`config.mk`:
```
export PLATFORM = sky130hd
export DESIGN_NAME = source_text_tokenizer
export DESIGN_NICKNAME = d
export VERILOG_FILES = /design/src/hw/rtl/stt_pkg.sv /design/src/hw/rtl/stt_scanner.sv /design/src/hw/rtl/stt_token_fifo.sv /design/src/hw/rtl/source_text_tokenizer.sv
export SDC_FILE = /design/constraint.sdc
export NUM_CORES = 1
export LEC_CHECK = 0
export ABC_CLOCK_PERIOD_IN_PS = 16950
export BUFFER_PORTS_ARGS = -buffer_cell sky130_fd_sc_hd__buf_2
export CAP_MARGIN = 5
export CORE_MARGIN = 1.5
export CORE_UTILIZATION = 57
export CTS_BUF_LIST = sky130_fd_sc_hd__clkbuf_8 sky130_fd_sc_hd__clkbuf_16
export CTS_CLUSTER_DIAMETER = 30
export DETAILED_ROUTE_END_ITERATION = 6
export PLACE_DENSITY = 0.71
export SLEW_MARGIN = 10
export SYNTH_ARGS = -nofsm -noshare
export SYNTH_HDL_FRONTEND = slang
export SYNTH_SLANG_ARGS = --single-unit
```
`constraint.sdc`:
```
create_clock -name i_clk -period 16.95 [get_ports i_clk]
set_input_delay 0.8475 -clock i_clk [delete_from_list [all_inputs] [get_ports i_clk]]
set_output_delay 0.8475 -clock i_clk [all_outputs]
set_load 0.1 [all_outputs]
```
`src/hw/rtl/stt_pkg.sv`:
```
package stt_pkg;

    localparam int PositionBits  = 16;
    localparam int MaxKeywordLen = 8;
    localparam int MaxTokens     = 3;

    localparam logic [7:0] CH_NUL    = 8'h00;
    localparam logic [7:0] CH_TAB    = 8'h09;
    localparam logic [7:0] CH_LF     = 8'h0A;
    localparam logic [7:0] CH_SPACE  = 8'h20;
    localparam logic [7:0] CH_DQUOTE = 8'h22;
    localparam logic [7:0] CH_SQUOTE = 8'h27;

    typedef enum logic [5:0] {
        KIND_ADD, KIND_MINUS, KIND_MODULE, KIND_POWER, KIND_MUL, KIND_NUM_DIV,
        KIND_DIV, KIND_BITWISE, KIND_XOR, KIND_OR_OR, KIND_OR, KIND_AND_AND,
        KIND_AND, KIND_EQ_EQ, KIND_EQ, KIND_NE, KIND_NOT, KIND_LSHIFT, KIND_LE,
        KIND_LESS, KIND_RSHIFT, KIND_GE, KIND_BIGGER, KIND_LPAREN, KIND_RPAREN,
        KIND_LBRACKET, KIND_RBRACKET, KIND_LBRACE, KIND_RBRACE, KIND_STRING,
        KIND_NUMBER, KIND_IDENT, KIND_COMMA, KIND_SEMICOLON, KIND_DOT, KIND_IF,
        KIND_ELSE, KIND_WHILE, KIND_CLASS, KIND_TRUE, KIND_FALSE, KIND_FOR,
        KIND_FUNC, KIND_NILL, KIND_EOL, KIND_EOF, KIND_ERROR
    } t_kind;

    typedef enum logic [3:0] {
        MODE_IDLE, MODE_OP, MODE_DOT, MODE_STR, MODE_INT, MODE_FRAC,
        MODE_WORD, MODE_LINE, MODE_BLOCK, MODE_STAR
    } t_mode;

    typedef struct packed {
        t_kind       kind;
        logic [15:0] offset;
        logic [15:0] length;
        logic [15:0] line;
        logic        last;
    } t_token;

    function automatic logic is_digit(logic [7:0] b);
        return (b >= "0") && (b <= "9");
    endfunction

    function automatic logic is_letter(logic [7:0] b);
        return ((b >= "a") && (b <= "z")) || ((b >= "A") && (b <= "Z"));
    endfunction

    function automatic logic [15:0] clamp16(logic [32:0] v);
        return (|v[32:16]) ? 16'hFFFF : v[15:0];
    endfunction

    function automatic t_token make_token(t_kind k, logic [32:0] off, logic [32:0] len,
                                          logic [15:0] line);
        t_token t;
        t.kind   = k;
        t.offset = clamp16(off);
        t.length = clamp16(len);
        t.line   = line;
        t.last   = 1'b0;
        return t;
    endfunction

    function automatic t_kind single_op(logic [7:0] p);
        case (p)
            "*":     return KIND_MUL;
            "/":     return KIND_DIV;
            "|":     return KIND_OR;
            "&":     return KIND_AND;
            "=":     return KIND_EQ;
            "!":     return KIND_NOT;
            "<":     return KIND_LESS;
            ">":     return KIND_BIGGER;
            default: return KIND_ERROR;
        endcase
    endfunction

    // KIND_ERROR means no two-character operator
    function automatic t_kind pair_op(logic [7:0] p, logic [7:0] b);
        t_kind k;
        k = KIND_ERROR;
        case (p)
            "*": if (b == "*") k = KIND_POWER;
            "/": if (b == "/") k = KIND_NUM_DIV;
            "|": if (b == "|") k = KIND_OR_OR;
            "&": if (b == "&") k = KIND_AND_AND;
            "=": if (b == "=") k = KIND_EQ_EQ;
            "!": if (b == "=") k = KIND_NE;
            "<": begin
                if (b == "<") k = KIND_LSHIFT;
                else if (b == "=") k = KIND_LE;
            end
            ">": begin
                if (b == ">") k = KIND_RSHIFT;
                else if (b == "=") k = KIND_GE;
            end
            default: k = KIND_ERROR;
        endcase
        return k;
    endfunction

    function automatic t_kind one_char(logic [7:0] b);
        case (b)
            "+":     return KIND_ADD;
            "-":     return KIND_MINUS;
            "%":     return KIND_MODULE;
            "~":     return KIND_BITWISE;
            "^":     return KIND_XOR;
            "(":     return KIND_LPAREN;
            ")":     return KIND_RPAREN;
            "[":     return KIND_LBRACKET;
            "]":     return KIND_RBRACKET;
            "{":     return KIND_LBRACE;
            "}":     return KIND_RBRACE;
            ",":     return KIND_COMMA;
            ";":     return KIND_SEMICOLON;
            default: return KIND_ERROR;
        endcase
    endfunction

    // w holds the first eight word bytes, byte 0 in the low bits
    function automatic t_kind word_kind(logic [63:0] w, logic [3:0] n);
        logic [7:0] c0, c1, c2, c3, c4, c5, c6, c7;
        t_kind k;
        c0 = w[7:0];   c1 = w[15:8];  c2 = w[23:16]; c3 = w[31:24];
        c4 = w[39:32]; c5 = w[47:40]; c6 = w[55:48]; c7 = w[63:56];
        k = KIND_IDENT;
        case (n)
            4'd2: begin
                if ({c0, c1} == "or") k = KIND_OR_OR;
                else if ({c0, c1} == "if") k = KIND_IF;
            end
            4'd3: begin
                if ({c0, c1, c2} == "and") k = KIND_AND_AND;
                else if ({c0, c1, c2} == "mod") k = KIND_MODULE;
                else if ({c0, c1, c2} == "not") k = KIND_NOT;
                else if ({c0, c1, c2} == "for") k = KIND_FOR;
                else if ({c0, c1, c2} == "fun") k = KIND_FUNC;
            end
            4'd4: begin
                if ({c0, c1, c2, c3} == "else") k = KIND_ELSE;
                else if ({c0, c1, c2, c3} == "true") k = KIND_TRUE;
                else if ({c0, c1, c2, c3} == "nill") k = KIND_NILL;
                else if ({c0, c1, c2, c3} == "func") k = KIND_FUNC;
            end
            4'd5: begin
                if ({c0, c1, c2, c3, c4} == "while") k = KIND_WHILE;
                else if ({c0, c1, c2, c3, c4} == "class") k = KIND_CLASS;
                else if ({c0, c1, c2, c3, c4} == "false") k = KIND_FALSE;
            end
            4'd8: begin
                if ({c0, c1, c2, c3, c4, c5, c6, c7} == "function") k = KIND_FUNC;
            end
            default: k = KIND_IDENT;
        endcase
        return k;
    endfunction

endpackage

```
`src/hw/rtl/stt_scanner.sv`:
```
module stt_scanner #(
    parameter int POSITION_BITS   = stt_pkg::PositionBits,
    parameter int MAX_KEYWORD_LEN = stt_pkg::MaxKeywordLen
) (
    input  logic             i_clk,
    input  logic             i_rst_n,
    input  logic             i_valid,
    output logic             o_stall,
    input  logic [7:0]       i_source_byte,
    input  logic             i_room,
    output logic [1:0]       o_push_cnt,
    output stt_pkg::t_token  o_tok [stt_pkg::MaxTokens]
);

    localparam int IW = $clog2(MAX_KEYWORD_LEN);

    logic                     r_in_valid;
    logic [7:0]               r_byte;
    stt_pkg::t_mode           r_mode, n_mode;
    logic [7:0]               r_pend, n_pend;
    logic [7:0]               r_quote, n_quote;
    logic [7:0]               r_word [MAX_KEYWORD_LEN];
    logic [POSITION_BITS-1:0] r_start, n_start;
    logic [POSITION_BITS-1:0] r_pos, n_pos;
    logic [15:0]              r_line, n_line;
    logic                     r_nl, n_nl;

    logic                     fire;
    logic                     do_idle;
    logic                     wr_en;
    logic [IW-1:0]            wr_idx;
    logic [POSITION_BITS-1:0] run;
    logic [63:0]              word_bits;
    stt_pkg::t_kind           wkind;
    stt_pkg::t_kind           two;
    logic [32:0]              pos33;
    logic [32:0]              start33;
    logic [32:0]              run33;
    stt_pkg::t_token          n_tok [stt_pkg::MaxTokens];
    logic [1:0]               n_cnt;

    assign fire    = r_in_valid && i_room;
    assign o_stall = r_in_valid && !i_room;
    assign run     = r_pos - r_start;
    assign pos33   = 33'(r_pos);
    assign start33 = 33'(r_start);
    assign run33   = 33'(run);
    assign two     = stt_pkg::pair_op(r_pend, r_byte);

    always_comb begin
        for (int i = 0; i < 8; i++) begin
            word_bits[8*i +: 8] = r_word[i];
        end
    end

    assign wkind = (run > POSITION_BITS'(8)) ? stt_pkg::KIND_IDENT
                                              : stt_pkg::word_kind(word_bits, run[3:0]);

    always_comb begin
        n_mode  = r_mode;
        n_pend  = r_pend;
        n_quote = r_quote;
        n_start = r_start;
        n_pos   = r_pos;
        n_line  = r_line;
        n_nl    = r_nl;
        n_cnt   = 2'd0;
        do_idle = 1'b0;
        wr_en   = 1'b0;
        wr_idx  = run[IW-1:0];
        for (int i = 0; i < stt_pkg::MaxTokens; i++) begin
            n_tok[i] = '0;
        end

        if (r_byte == stt_pkg::CH_NUL) begin
            case (r_mode)
                stt_pkg::MODE_OP: begin
                    if (r_pend == "/" && r_nl) begin
                        n_tok[n_cnt] = stt_pkg::make_token(stt_pkg::KIND_EOL, start33,
                                                           33'd0, r_line);
                        n_cnt = n_cnt + 2'd1;
                    end
                    n_tok[n_cnt] = stt_pkg::make_token(stt_pkg::single_op(r_pend), start33,
                                                       33'd1, r_line);
                    n_cnt = n_cnt + 2'd1;
                end
                stt_pkg::MODE_DOT: begin
                    n_tok[n_cnt] = stt_pkg::make_token(stt_pkg::KIND_DOT, start33, 33'd1,
                                                       r_line);
                    n_cnt = n_cnt + 2'd1;
                end
                stt_pkg::MODE_INT, stt_pkg::MODE_FRAC: begin
                    n_tok[n_cnt] = stt_pkg::make_token(stt_pkg::KIND_NUMBER, start33, run33,
                                                       r_line);
                    n_cnt = n_cnt + 2'd1;
                end
                stt_pkg::MODE_WORD: begin
                    n_tok[n_cnt] = stt_pkg::make_token(wkind, start33, run33, r_line);
                    n_cnt = n_cnt + 2'd1;
                end
                stt_pkg::MODE_STR: begin
                    n_tok[n_cnt] = stt_pkg::make_token(stt_pkg::KIND_ERROR, start33, run33,
                                                       r_line);
                    n_cnt = n_cnt + 2'd1;
                end
                default: begin
                    if (r_nl) begin
                        n_tok[n_cnt] = stt_pkg::make_token(stt_pkg::KIND_EOL, pos33, 33'd0,
                                                           r_line);
                        n_cnt = n_cnt + 2'd1;
                    end
                end
            endcase
            n_tok[n_cnt] = stt_pkg::make_token(stt_pkg::KIND_EOF, pos33, 33'd0, r_line);
            n_cnt   = n_cnt + 2'd1;
            n_mode  = stt_pkg::MODE_IDLE;
            n_pend  = '0;
            n_quote = '0;
            n_start = '0;
            n_pos   = '0;
            n_line  = 16'd1;
            n_nl    = 1'b0;
        end else begin
            case (r_mode)
                stt_pkg::MODE_OP: begin
                    if (r_pend == "/" && r_byte == "*") begin
                        n_mode = stt_pkg::MODE_BLOCK;
                    end else begin
                        if (r_pend == "/" && n_nl) begin
                            n_tok[n_cnt] = stt_pkg::make_token(stt_pkg::KIND_EOL, start33,
                                                               33'd0, n_line);
                            n_cnt = n_cnt + 2'd1;
                            n_nl  = 1'b0;
                        end
                        if (two != stt_pkg::KIND_ERROR) begin
                            n_tok[n_cnt] = stt_pkg::make_token(two, start33, run33 + 33'd1,
                                                               n_line);
                            n_cnt  = n_cnt + 2'd1;
                            n_mode = stt_pkg::MODE_IDLE;
                        end else begin
                            n_tok[n_cnt] = stt_pkg::make_token(stt_pkg::single_op(r_pend),
                                                               start33, 33'd1, n_line);
                            n_cnt   = n_cnt + 2'd1;
                            do_idle = 1'b1;
                        end
                    end
                end
                stt_pkg::MODE_DOT: begin
                    if (stt_pkg::is_digit(r_byte)) begin
                        n_mode = stt_pkg::MODE_FRAC;
                    end else begin
                        n_tok[n_cnt] = stt_pkg::make_token(stt_pkg::KIND_DOT, start33, 33'd1,
                                                           n_line);
                        n_cnt   = n_cnt + 2'd1;
                        do_idle = 1'b1;
                    end
                end
                stt_pkg::MODE_INT, stt_pkg::MODE_FRAC: begin
                    if (stt_pkg::is_digit(r_byte)) begin
                        n_mode = r_mode;
                    end else if (r_mode == stt_pkg::MODE_INT && r_byte == ".") begin
                        n_mode = stt_pkg::MODE_FRAC;
                    end else begin
                        n_tok[n_cnt] = stt_pkg::make_token(stt_pkg::KIND_NUMBER, start33,
                                                           run33, n_line);
                        n_cnt   = n_cnt + 2'd1;
                        do_idle = 1'b1;
                    end
                end
                stt_pkg::MODE_WORD: begin
                    if (stt_pkg::is_letter(r_byte)) begin
                        wr_en = (run < POSITION_BITS'(MAX_KEYWORD_LEN));
                    end else begin
                        n_tok[n_cnt] = stt_pkg::make_token(wkind, start33, run33, n_line);
                        n_cnt   = n_cnt + 2'd1;
                        do_idle = 1'b1;
                    end
                end
                stt_pkg::MODE_STR: begin
                    if (r_byte == r_quote) begin
                        n_tok[n_cnt] = stt_pkg::make_token(stt_pkg::KIND_STRING, start33,
                                                           run33 + 33'd1, n_line);
                        n_cnt  = n_cnt + 2'd1;
                        n_mode = stt_pkg::MODE_IDLE;
                    end
                end
                stt_pkg::MODE_LINE: begin
                    if (r_byte == stt_pkg::CH_LF) begin
                        if (n_line != 16'hFFFF) n_line = n_line + 16'd1;
                        n_nl   = 1'b1;
                        n_mode = stt_pkg::MODE_IDLE;
                    end
                end
                stt_pkg::MODE_BLOCK: begin
                    if (r_byte == "*") begin
                        n_mode = stt_pkg::MODE_STAR;
                    end else if (r_byte == stt_pkg::CH_LF) begin
                        if (n_line != 16'hFFFF) n_line = n_line + 16'd1;
                    end
                end
                stt_pkg::MODE_STAR: begin
                    if (r_byte == "/") begin
                        n_mode = stt_pkg::MODE_IDLE;
                    end else if (r_byte != "*") begin
                        if (r_byte == stt_pkg::CH_LF && n_line != 16'hFFFF) begin
                            n_line = n_line + 16'd1;
                        end
                        n_mode = stt_pkg::MODE_BLOCK;
                    end
                end
                default: do_idle = 1'b1;
            endcase

            if (do_idle) begin
                n_mode = stt_pkg::MODE_IDLE;
                if (r_byte == stt_pkg::CH_SPACE || r_byte == stt_pkg::CH_TAB) begin
                    n_mode = stt_pkg::MODE_IDLE;
                end else if (r_byte == stt_pkg::CH_LF) begin
                    if (n_line != 16'hFFFF) n_line = n_line + 16'd1;
                    n_nl = 1'b1;
                end else if (r_byte == "#") begin
                    n_mode = stt_pkg::MODE_LINE;
                end else if (r_byte == "/") begin
                    n_mode  = stt_pkg::MODE_OP;
                    n_pend  = r_byte;
                    n_start = r_pos;
                end else begin
                    if (n_nl) begin
                        n_tok[n_cnt] = stt_pkg::make_token(stt_pkg::KIND_EOL, pos33, 33'd0,
                                                           n_line);
                        n_cnt = n_cnt + 2'd1;
                        n_nl  = 1'b0;
                    end
                    case (r_byte) inside
                        "*", "|", "&", "=", "!", "<", ">": begin
                            n_mode  = stt_pkg::MODE_OP;
                            n_pend  = r_byte;
                            n_start = r_pos;
                        end
                        stt_pkg::CH_DQUOTE, stt_pkg::CH_SQUOTE: begin
                            n_mode  = stt_pkg::MODE_STR;
                            n_quote = r_byte;
                            n_start = r_pos;
                        end
                        ".": begin
                            n_mode  = stt_pkg::MODE_DOT;
                            n_start = r_pos;
                        end
                        ["0":"9"]: begin
                            n_mode  = stt_pkg::MODE_INT;
                            n_start = r_pos;
                        end
                        ["a":"z"], ["A":"Z"]: begin
                            n_mode  = stt_pkg::MODE_WORD;
                            n_start = r_pos;
                            wr_en   = 1'b1;
                            wr_idx  = '0;
                        end
                        default: begin
                            n_tok[n_cnt] = stt_pkg::make_token(stt_pkg::one_char(r_byte),
                                                               pos33, 33'd1, n_line);
                            n_cnt = n_cnt + 2'd1;
                        end
                    endcase
                end
            end

            if (r_pos != '1) n_pos = r_pos + POSITION_BITS'(1);
        end

        if (n_cnt != 2'd0) n_tok[n_cnt - 2'd1].last = 1'b1;
    end

    always_ff @(posedge i_clk) begin
        if (!i_rst_n) begin
            r_in_valid <= 1'b0;
            r_mode     <= stt_pkg::MODE_IDLE;
            r_pend     <= '0;
            r_quote    <= '0;
            r_start    <= '0;
            r_pos      <= '0;
            r_line     <= 16'd1;
            r_nl       <= 1'b0;
        end else begin
            if (i_valid && !o_stall) begin
                r_in_valid <= 1'b1;
            end else if (fire) begin
                r_in_valid <= 1'b0;
            end
            if (fire) begin
                r_mode  <= n_mode;
                r_pend  <= n_pend;
                r_quote <= n_quote;
                r_start <= n_start;
                r_pos   <= n_pos;
                r_line  <= n_line;
                r_nl    <= n_nl;
            end
        end
    end

    always_ff @(posedge i_clk) begin
        if (i_valid && !o_stall) r_byte <= i_source_byte;
        if (fire && wr_en) r_word[wr_idx] <= r_byte;
    end

    assign o_push_cnt = fire ? n_cnt : 2'd0;
    assign o_tok      = n_tok;

endmodule

```
`src/hw/rtl/stt_token_fifo.sv`:
```
module stt_token_fifo (
    input  logic            i_clk,
    input  logic            i_rst_n,
    input  logic [1:0]      i_push_cnt,
    input  stt_pkg::t_token i_tok [stt_pkg::MaxTokens],
    output logic            o_room,
    output logic            o_valid,
    input  logic            i_stall,
    output stt_pkg::t_token o_tok
);

    localparam int Depth = 8;
    localparam int AW    = $clog2(Depth);

    stt_pkg::t_token r_mem [Depth];
    logic [AW-1:0]   r_wr, r_rd;
    logic [AW:0]     r_count;
    logic            pop;

    assign o_valid = (r_count != '0);
    assign pop     = o_valid && !i_stall;
    assign o_room  = (r_count <= (AW+1)'(Depth - stt_pkg::MaxTokens));
    assign o_tok   = r_mem[r_rd];

    always_ff @(posedge i_clk) begin
        if (!i_rst_n) begin
            r_wr    <= '0;
            r_rd    <= '0;
            r_count <= '0;
        end else begin
            r_wr    <= r_wr + AW'(i_push_cnt);
            if (pop) r_rd <= r_rd + AW'(1);
            r_count <= r_count + (AW+1)'(i_push_cnt) - (AW+1)'(pop);
        end
    end

    always_ff @(posedge i_clk) begin
        for (int i = 0; i < stt_pkg::MaxTokens; i++) begin
            if (2'(i) < i_push_cnt) r_mem[r_wr + AW'(i)] <= i_tok[i];
        end
    end

endmodule

```
`src/hw/rtl/source_text_tokenizer.sv`:
```
// Streaming tokenizer: one source byte per beat on the input channel, tokens out one per
// beat. A byte is registered, then scanned against the scanner state, and its zero to
// three tokens are written into an eight-entry token queue; a new byte is taken every
// cycle while the queue has room for three more tokens, so the input rate is one byte
// per cycle and the output rate is one token per cycle unless i_stall is set. Byte zero
// ends the source, flushes any open token, emits end-of-file and restarts the scanner.
module source_text_tokenizer #(
    parameter int POSITION_BITS   = stt_pkg::PositionBits,
    parameter int MAX_KEYWORD_LEN = stt_pkg::MaxKeywordLen
) (
    input  logic        i_clk,
    input  logic        i_rst_n,
    input  logic        i_valid,
    output logic        o_stall,
    input  logic [7:0]  i_source_byte,
    output logic        o_valid,
    input  logic        i_stall,
    output logic [5:0]  o_token_kind,
    output logic [15:0] o_token_offset,
    output logic [15:0] o_token_length,
    output logic [15:0] o_line_number,
    output logic        o_last_of_run
);

    logic            room;
    logic [1:0]      push_cnt;
    stt_pkg::t_token tok [stt_pkg::MaxTokens];
    stt_pkg::t_token head;

    stt_scanner #(
        .POSITION_BITS   (POSITION_BITS),
        .MAX_KEYWORD_LEN (MAX_KEYWORD_LEN)
    ) u_scanner (
        .i_clk         (i_clk),
        .i_rst_n       (i_rst_n),
        .i_valid       (i_valid),
        .o_stall       (o_stall),
        .i_source_byte (i_source_byte),
        .i_room        (room),
        .o_push_cnt    (push_cnt),
        .o_tok         (tok)
    );

    stt_token_fifo u_fifo (
        .i_clk      (i_clk),
        .i_rst_n    (i_rst_n),
        .i_push_cnt (push_cnt),
        .i_tok      (tok),
        .o_room     (room),
        .o_valid    (o_valid),
        .i_stall    (i_stall),
        .o_tok      (head)
    );

    assign o_token_kind   = head.kind;
    assign o_token_offset = head.offset;
    assign o_token_length = head.length;
    assign o_line_number  = head.line;
    assign o_last_of_run  = head.last;

endmodule
```
# [Word-level counts from Yosys, hierarchy flattened]
# Memories as Yosys holds them, arrays and structs flattened. A register that Yosys moved wholly into a read port is not among the register bits.
# Index checks and enable logic that the tools add are counted.
[classes] addsub=17 multipliers=0 div_mod_pow=0 order_cmp=24 n_eq_ne=84 shifts=0 mux=262 bitwise=6 n_reduce_logical=45
[ops] cell="165-bit 2-to-1 mux" count=21
[ops] cell="165-bit bitwise mux" count=7
[ops] cell="55-bit 2-to-1 mux" count=17
[ops] cell="55-bit demux with 2-bit select" count=6
[ops] cell="55-bit case mux with 5 select lines" count=2
[ops] cell="110-bit 2-to-1 mux" count=4
[ops] cell="16-bit 2-to-1 mux" count=26
[ops] cell="6-bit 2-to-1 mux" count=43
[ops] cell="8-bit by 6-bit == test with 1-bit output, second input constant" count=26
[ops] cell="32-bit by 31-bit == test with 1-bit output, second input constant" count=4
[ops] cell="24-bit by 23-bit == test with 1-bit output, second input constant" count=5
[ops] cell="40-bit by 39-bit == test with 1-bit output, second input constant" count=3
[ops] cell="8-bit 2-to-1 mux" count=15
[ops] cell="54-bit 2-to-1 mux" count=2
[ops] cell="6-bit case mux with 8 select lines" count=2
[ops] cell="4-bit 2-to-1 mux" count=20
[ops] cell="6-bit case mux with 13 select lines" count=1
[ops] cell="64-bit by 63-bit == test with 1-bit output, second input constant" count=1
[ops] cell="8-bit by 7-bit == test with 1-bit output, second input constant" count=8
[ops] cell="2-bit 2-to-1 mux" count=28
[ops] cell="16-bit by 1-bit adder with 16-bit output, second input constant" count=3
[ops] cell="16-bit != test, second input constant" count=3
[ops] cell="16-bit case mux with 3 select lines" count=1
[ops] cell="1-bit 2-to-1 mux" count=47
[ops] cell="59 further kinds" count=143
[word_totals] reg_bits=88 latchBits=0 ramBits=504 mem_bits_ro=0 input_bits=12 out_inout_bits=57 word_cells=452 n_memories=2
[mem_list] memory="u_fifo.r_mem" depth=8 word_bits=55 read_ports=1 rd_ports_with_merged_regs=1 wr=3 line_no="stt_token_fifo.sv:15" source="stt_pkg::t_token r_mem [Depth];"
[mem_list] memory="u_scanner.r_word" depth=8 word_bits=8 read_ports=8 rd_ports_with_merged_regs=0 wr=1 line_no="stt_scanner.sv:22" source="logic [7:0] r_word [MAX_KEYWORD_LEN];"

# [Logic depth before layout (Yosys ltp)]
[depth] ltp_word=38 ltp_mapped=24 depth_no_buf=20

# [Modules after synthesis]
# A second synthesis with hierarchy kept.
[hier_totals] cells_unflattened=4821 area_unflattened_um2=42973.7
[by_module_without_submodules] mod="stt_token_fifo" n_inst=1 cells_per_inst=3147 area_per_inst_um2=29978.8
[by_module_without_submodules] mod="stt_scanner" n_inst=1 cells_per_inst=1674 area_per_inst_um2=12995.0

# [Worst setup path before layout]
# Ideal clock, no wire load.
[synth_path] path_kind="flip-flop to flip-flop" from="reg u_scanner.r_byte[1]" to="mem u_fifo.r_mem[2][0] in the netlist's numbering, enable pin" setup_time_ps=549 arrival_ps=8382 required_ps=16401 setup_slack_ps=8019 path_stages_with_launch=21 n_path_buf=4 synth_period_minus_slack_ps=8931 cell_sequence="edfxtp_1 > clkbuf_1 > buf_1 > xor2_1 > nor4_1 > nand4_1 > nand4_1 > inv_1 > ha_1 > inv_1 > a21oi_1 > ha_1 > o31ai_1 > o21ai_0 > o22ai_2 > inv_2 > or3_1 > clkbuf_1 > buf_1 > and2_1 > o31ai_1"
[synth_lines] item="start: declaration" line_no="stt_scanner.sv:18" source="logic [7:0] r_byte;"
[synth_lines] item="start signal: assignment" line_no="stt_scanner.sv:303" source="if (i_valid && !o_stall) r_byte <= i_source_byte;"
[synth_lines] item="end: declaration" line_no="stt_token_fifo.sv:15"

==> impl_results.md <==
- Synth area leader: edfxtp_1
- Critical path fanouts, max: 32
- Initial antenna violation count: 3
- Minimum clock period: 7380 ps
- Crit path to: u_fifo.r_mem[4][50]
- RSZ-0062 raised after global routing: false
- # clock sinks: 595
- Worst reg2reg startpoint: u_scanner.r_byte[1]
- Finished Layout Cells: 4702
- Setup crit end kind: flop
- Slew @ Worst Pin: 1301 ps
- Total Die Area: 67520 um2
- Leakage: 16.23 nW
- Largest net degree at the start of global routing: 92
- Crit. Startpoint: u_scanner.r_byte[1]
- Via density: 6.981
- First-pass GRT wire length: 197000 um
- Top delay family on crit path: simple AND/OR/NAND/NOR gates
- Setup bufs post-CTS: 0
- Filler cells: 4847
- Status: completed
- Clk slew on worst S/H paths: 60 ps
- Synth cell types: 96
- Initial core utilization: 58.02%
- Total Neg Setup Slack: 0 ps
- Final Hold Viols: 0
- Final critical-path share of the clock period: 43.54%
- Die H: 259.9 um
- CP required: 17230 ps
- Placed cell areas: 38680 um2
- Gr ovfl total: 0
- Synth top area cells: edfxtp_1 (41%), mux2i_1 (7.1%), mux4_2 (6.6%), nor2_1 (5.0%), dfxtp_1 (4.4%)
- Cts bufs inserted: 118
- TritonRoute pass-1 iters: 7
- Wire per inst: 28.44 um
- Main flop type after synthesis: edfxtp_1
- Core ar.: 64810 um2
- PnR worst setup slack: 9570 ps
- Dominant cell by count in the synthesized netlist: edfxtp_1
- Design Area, Final: 42880 um2
- Fmax: 135.5 MHz
- Inst Count DP: 4477
- CP max stage delay: 580 ps
- Final nets: 3798
- Synth top area share: 40.89%
- Hold Path Class: input pin to flop
- GP Congestion: 1.002
- Layout cells sized above 1: 15.34%
- Slew Limit Fails: 0
- IO Port Bufs: 68
- Drt total wl: 133700 um
- Slew HR: 13.26%
- Vias in the first global route: 31570
- DP Wirelength: 86760 um
- Multi-input logic area: 19410 um2
- Worst-skew pair later-pin latency: 690 ps
- Htree depth: 3
- # resized after CTS: 0
- Setup Skew: 53.23 ps
- Sequential Area: 17050 um2
- Syn Inst Count: 3773
- Site Rows: 93
- FF-to-FF End: u_fifo.r_mem[4][50]
- Hold buffers post-CTS: 0
- DRT iter0 DRCs: 4995
- Total number of vias: 32830
- Async SR Flop Fraction: 0%
- Reg2reg setup slack: 9570 ps
- Post-synth EDFFs: 512
- N_diodes: 0
- Setup Crit Path Kind: flop to flop
- Worst r2r path cells: 21
- Sequential-to-total area share from yosys stat: 45.30%
- Cell area power density: 127.1 nW/um2
- Chip width: 259.9 um
- Flop and latch count out of synthesis: 595
- Area Overhead vs Synth: 14.02%
- Worst path slowest cell: or3_1
- Final Util: 66.16%
- Most frequent CP cell: buf_4
- Syn_area_per_cell: 9.967 um2
- Crit-path cells: buf_4 > and4bb_2 > a21oi_1 > o21ai_0 > nand4_1 > inv_1 > ha_1 > inv_1 > a21oi_1 > ha_1 > o31ai_1 > o21ai_0 > o22ai_2 > inv_2 > or3_1 > or2_1 > nor3_2 > buf_4 > nor2_1 > o21ai_4 > buf_4
- Cell Area, Synth: 37600 um2
- Cell depth of the worst setup path: 21
- Tot GR Track Use: 39.01%
- Max Cap Viol: 0
- Max clock buf depth: 3
- Root buf cell: clkbuf_16
- IO Pins: 69
- Setup violations, final: 0
- Post-synth top cells: edfxtp_1 (512), nor2_1 (503), nand2_1 (341), a21oi_1 (311), mux2i_1 (266)
- Crit path buf inv count: 6
- CP arrival: 7660 ps
- Nature of the critical path startpoint: flop
- DRC Markers: 0
- Setup WS pre-CTS: 9680 ps
- Max VDD drop: 196.8 uV
- CTS tree: built
- Syn nets: 3829
- Synth warnings: 0
- Final ANT Viol Nets: 0
[report_power, final]
part | internal (W) | switching [W]
Clock | 0.00161 | 0.000817
Combinational | 0.000370 | 0.000940
Sequential | 0.00166 | 0.0000575
[layout make-up]
class | count | share of cell area, %
multi-input cells | 2827 | 45.27
flip-flops and latches | 595 | 39.76
clock buffers | 121 | 7.009
clock inverters | 104 | 2.787
well taps | 855 | 2.495
repair buffers | 148 | 2.224
inverters | 52 | 0.4552
[stage by stage]
stage | total power (W) | hold WS (ps)
4_1_cts | 0.005442 | 317.8
5_1_grt | 0.005574 | 319.9
3_5_place_dp | 0.003037 | 464.9
2_1_floorplan | 0.002743 | 439.2
3_3_place_gp | 0.003020 | 449.7
6_report | 0.005450 | 334.7
[layer usage]
metal / wire length (um) / share of wire [%] / track usage, %
met1: 51060 / 38 / 52.55
met2: 60490 / 45 / 60.39
met3: 15660 / 12 / 7.992
met4: 6505 / 4.9 / 18.73
met5: 13 / 0.0097 / 0
[kinds of logic after synthesis]
family                     count (synthesis)  synth area share [%]
DFF                                      595                 45.30
buffers and inverters                    351                 3.677
AOI/OAI and AO/OA                        927                 15.11
xor gates and xnor gates                  87                 2.026
and+or+nand+nor                         1326                 16.69
adders and majority gates                 45                 1.550
muxes                                    442                 15.64
[state kept, by name, indices dropped and copies added, names as in the netlist, named ones only]
name,count
u_fifo.r_mem,440
u_scanner.r_word,64
u_scanner.r_line,16
u_scanner.r_pos,16
u_scanner.r_start,16
u_scanner.r_byte,8
u_scanner.r_pend,8
u_scanner.r_quote,8
u_fifo.r_count,4
u_scanner.r_mode,4
u_fifo.r_rd,3
u_fifo.r_wr,3
u_scanner.r_in_valid,1
u_scanner.r_nl,1
[worst min path at each step]
stage                         startpoint                   end  slack [ps]  cells past startpoint
finish                  i_source_byte[1]   u_scanner.r_byte[1]         330                      1
global route            i_source_byte[3]   u_scanner.r_byte[3]         320                      1
CTS                     i_source_byte[0]   u_scanner.r_byte[0]         320                      1
detailed placement  u_scanner.r_quote[6]  u_scanner.r_quote[6]         460                      1
global placement     u_scanner.r_pend[7]   u_scanner.r_pend[7]         450                      2
floorplan            u_scanner.r_pend[7]   u_scanner.r_pend[7]         440                      2
[cell usage in the layout, fill, tap and decap left out, types with 42 or more instances in the layout]
cell type	netlist	routed
a22o_1	47	47
xnor2_1	42	42
buf_2	14	68
mux2_2	66	66
nor3_1	54	50
xor2_1	45	45
a21oi_1	311	311
mux2i_1	266	266
inv_1	50	67
a211oi_1	71	71
nand3_1	96	92
nor2_1	503	497
nand2_1	341	338
mux4_2	110	110
clkbuf_16	0	119
dfxtp_1	83	80
buf_4	0	79
o21ai_0	241	234
edfxtp_1	512	512
No activity file was read; power rests on OpenSTA's default activity.
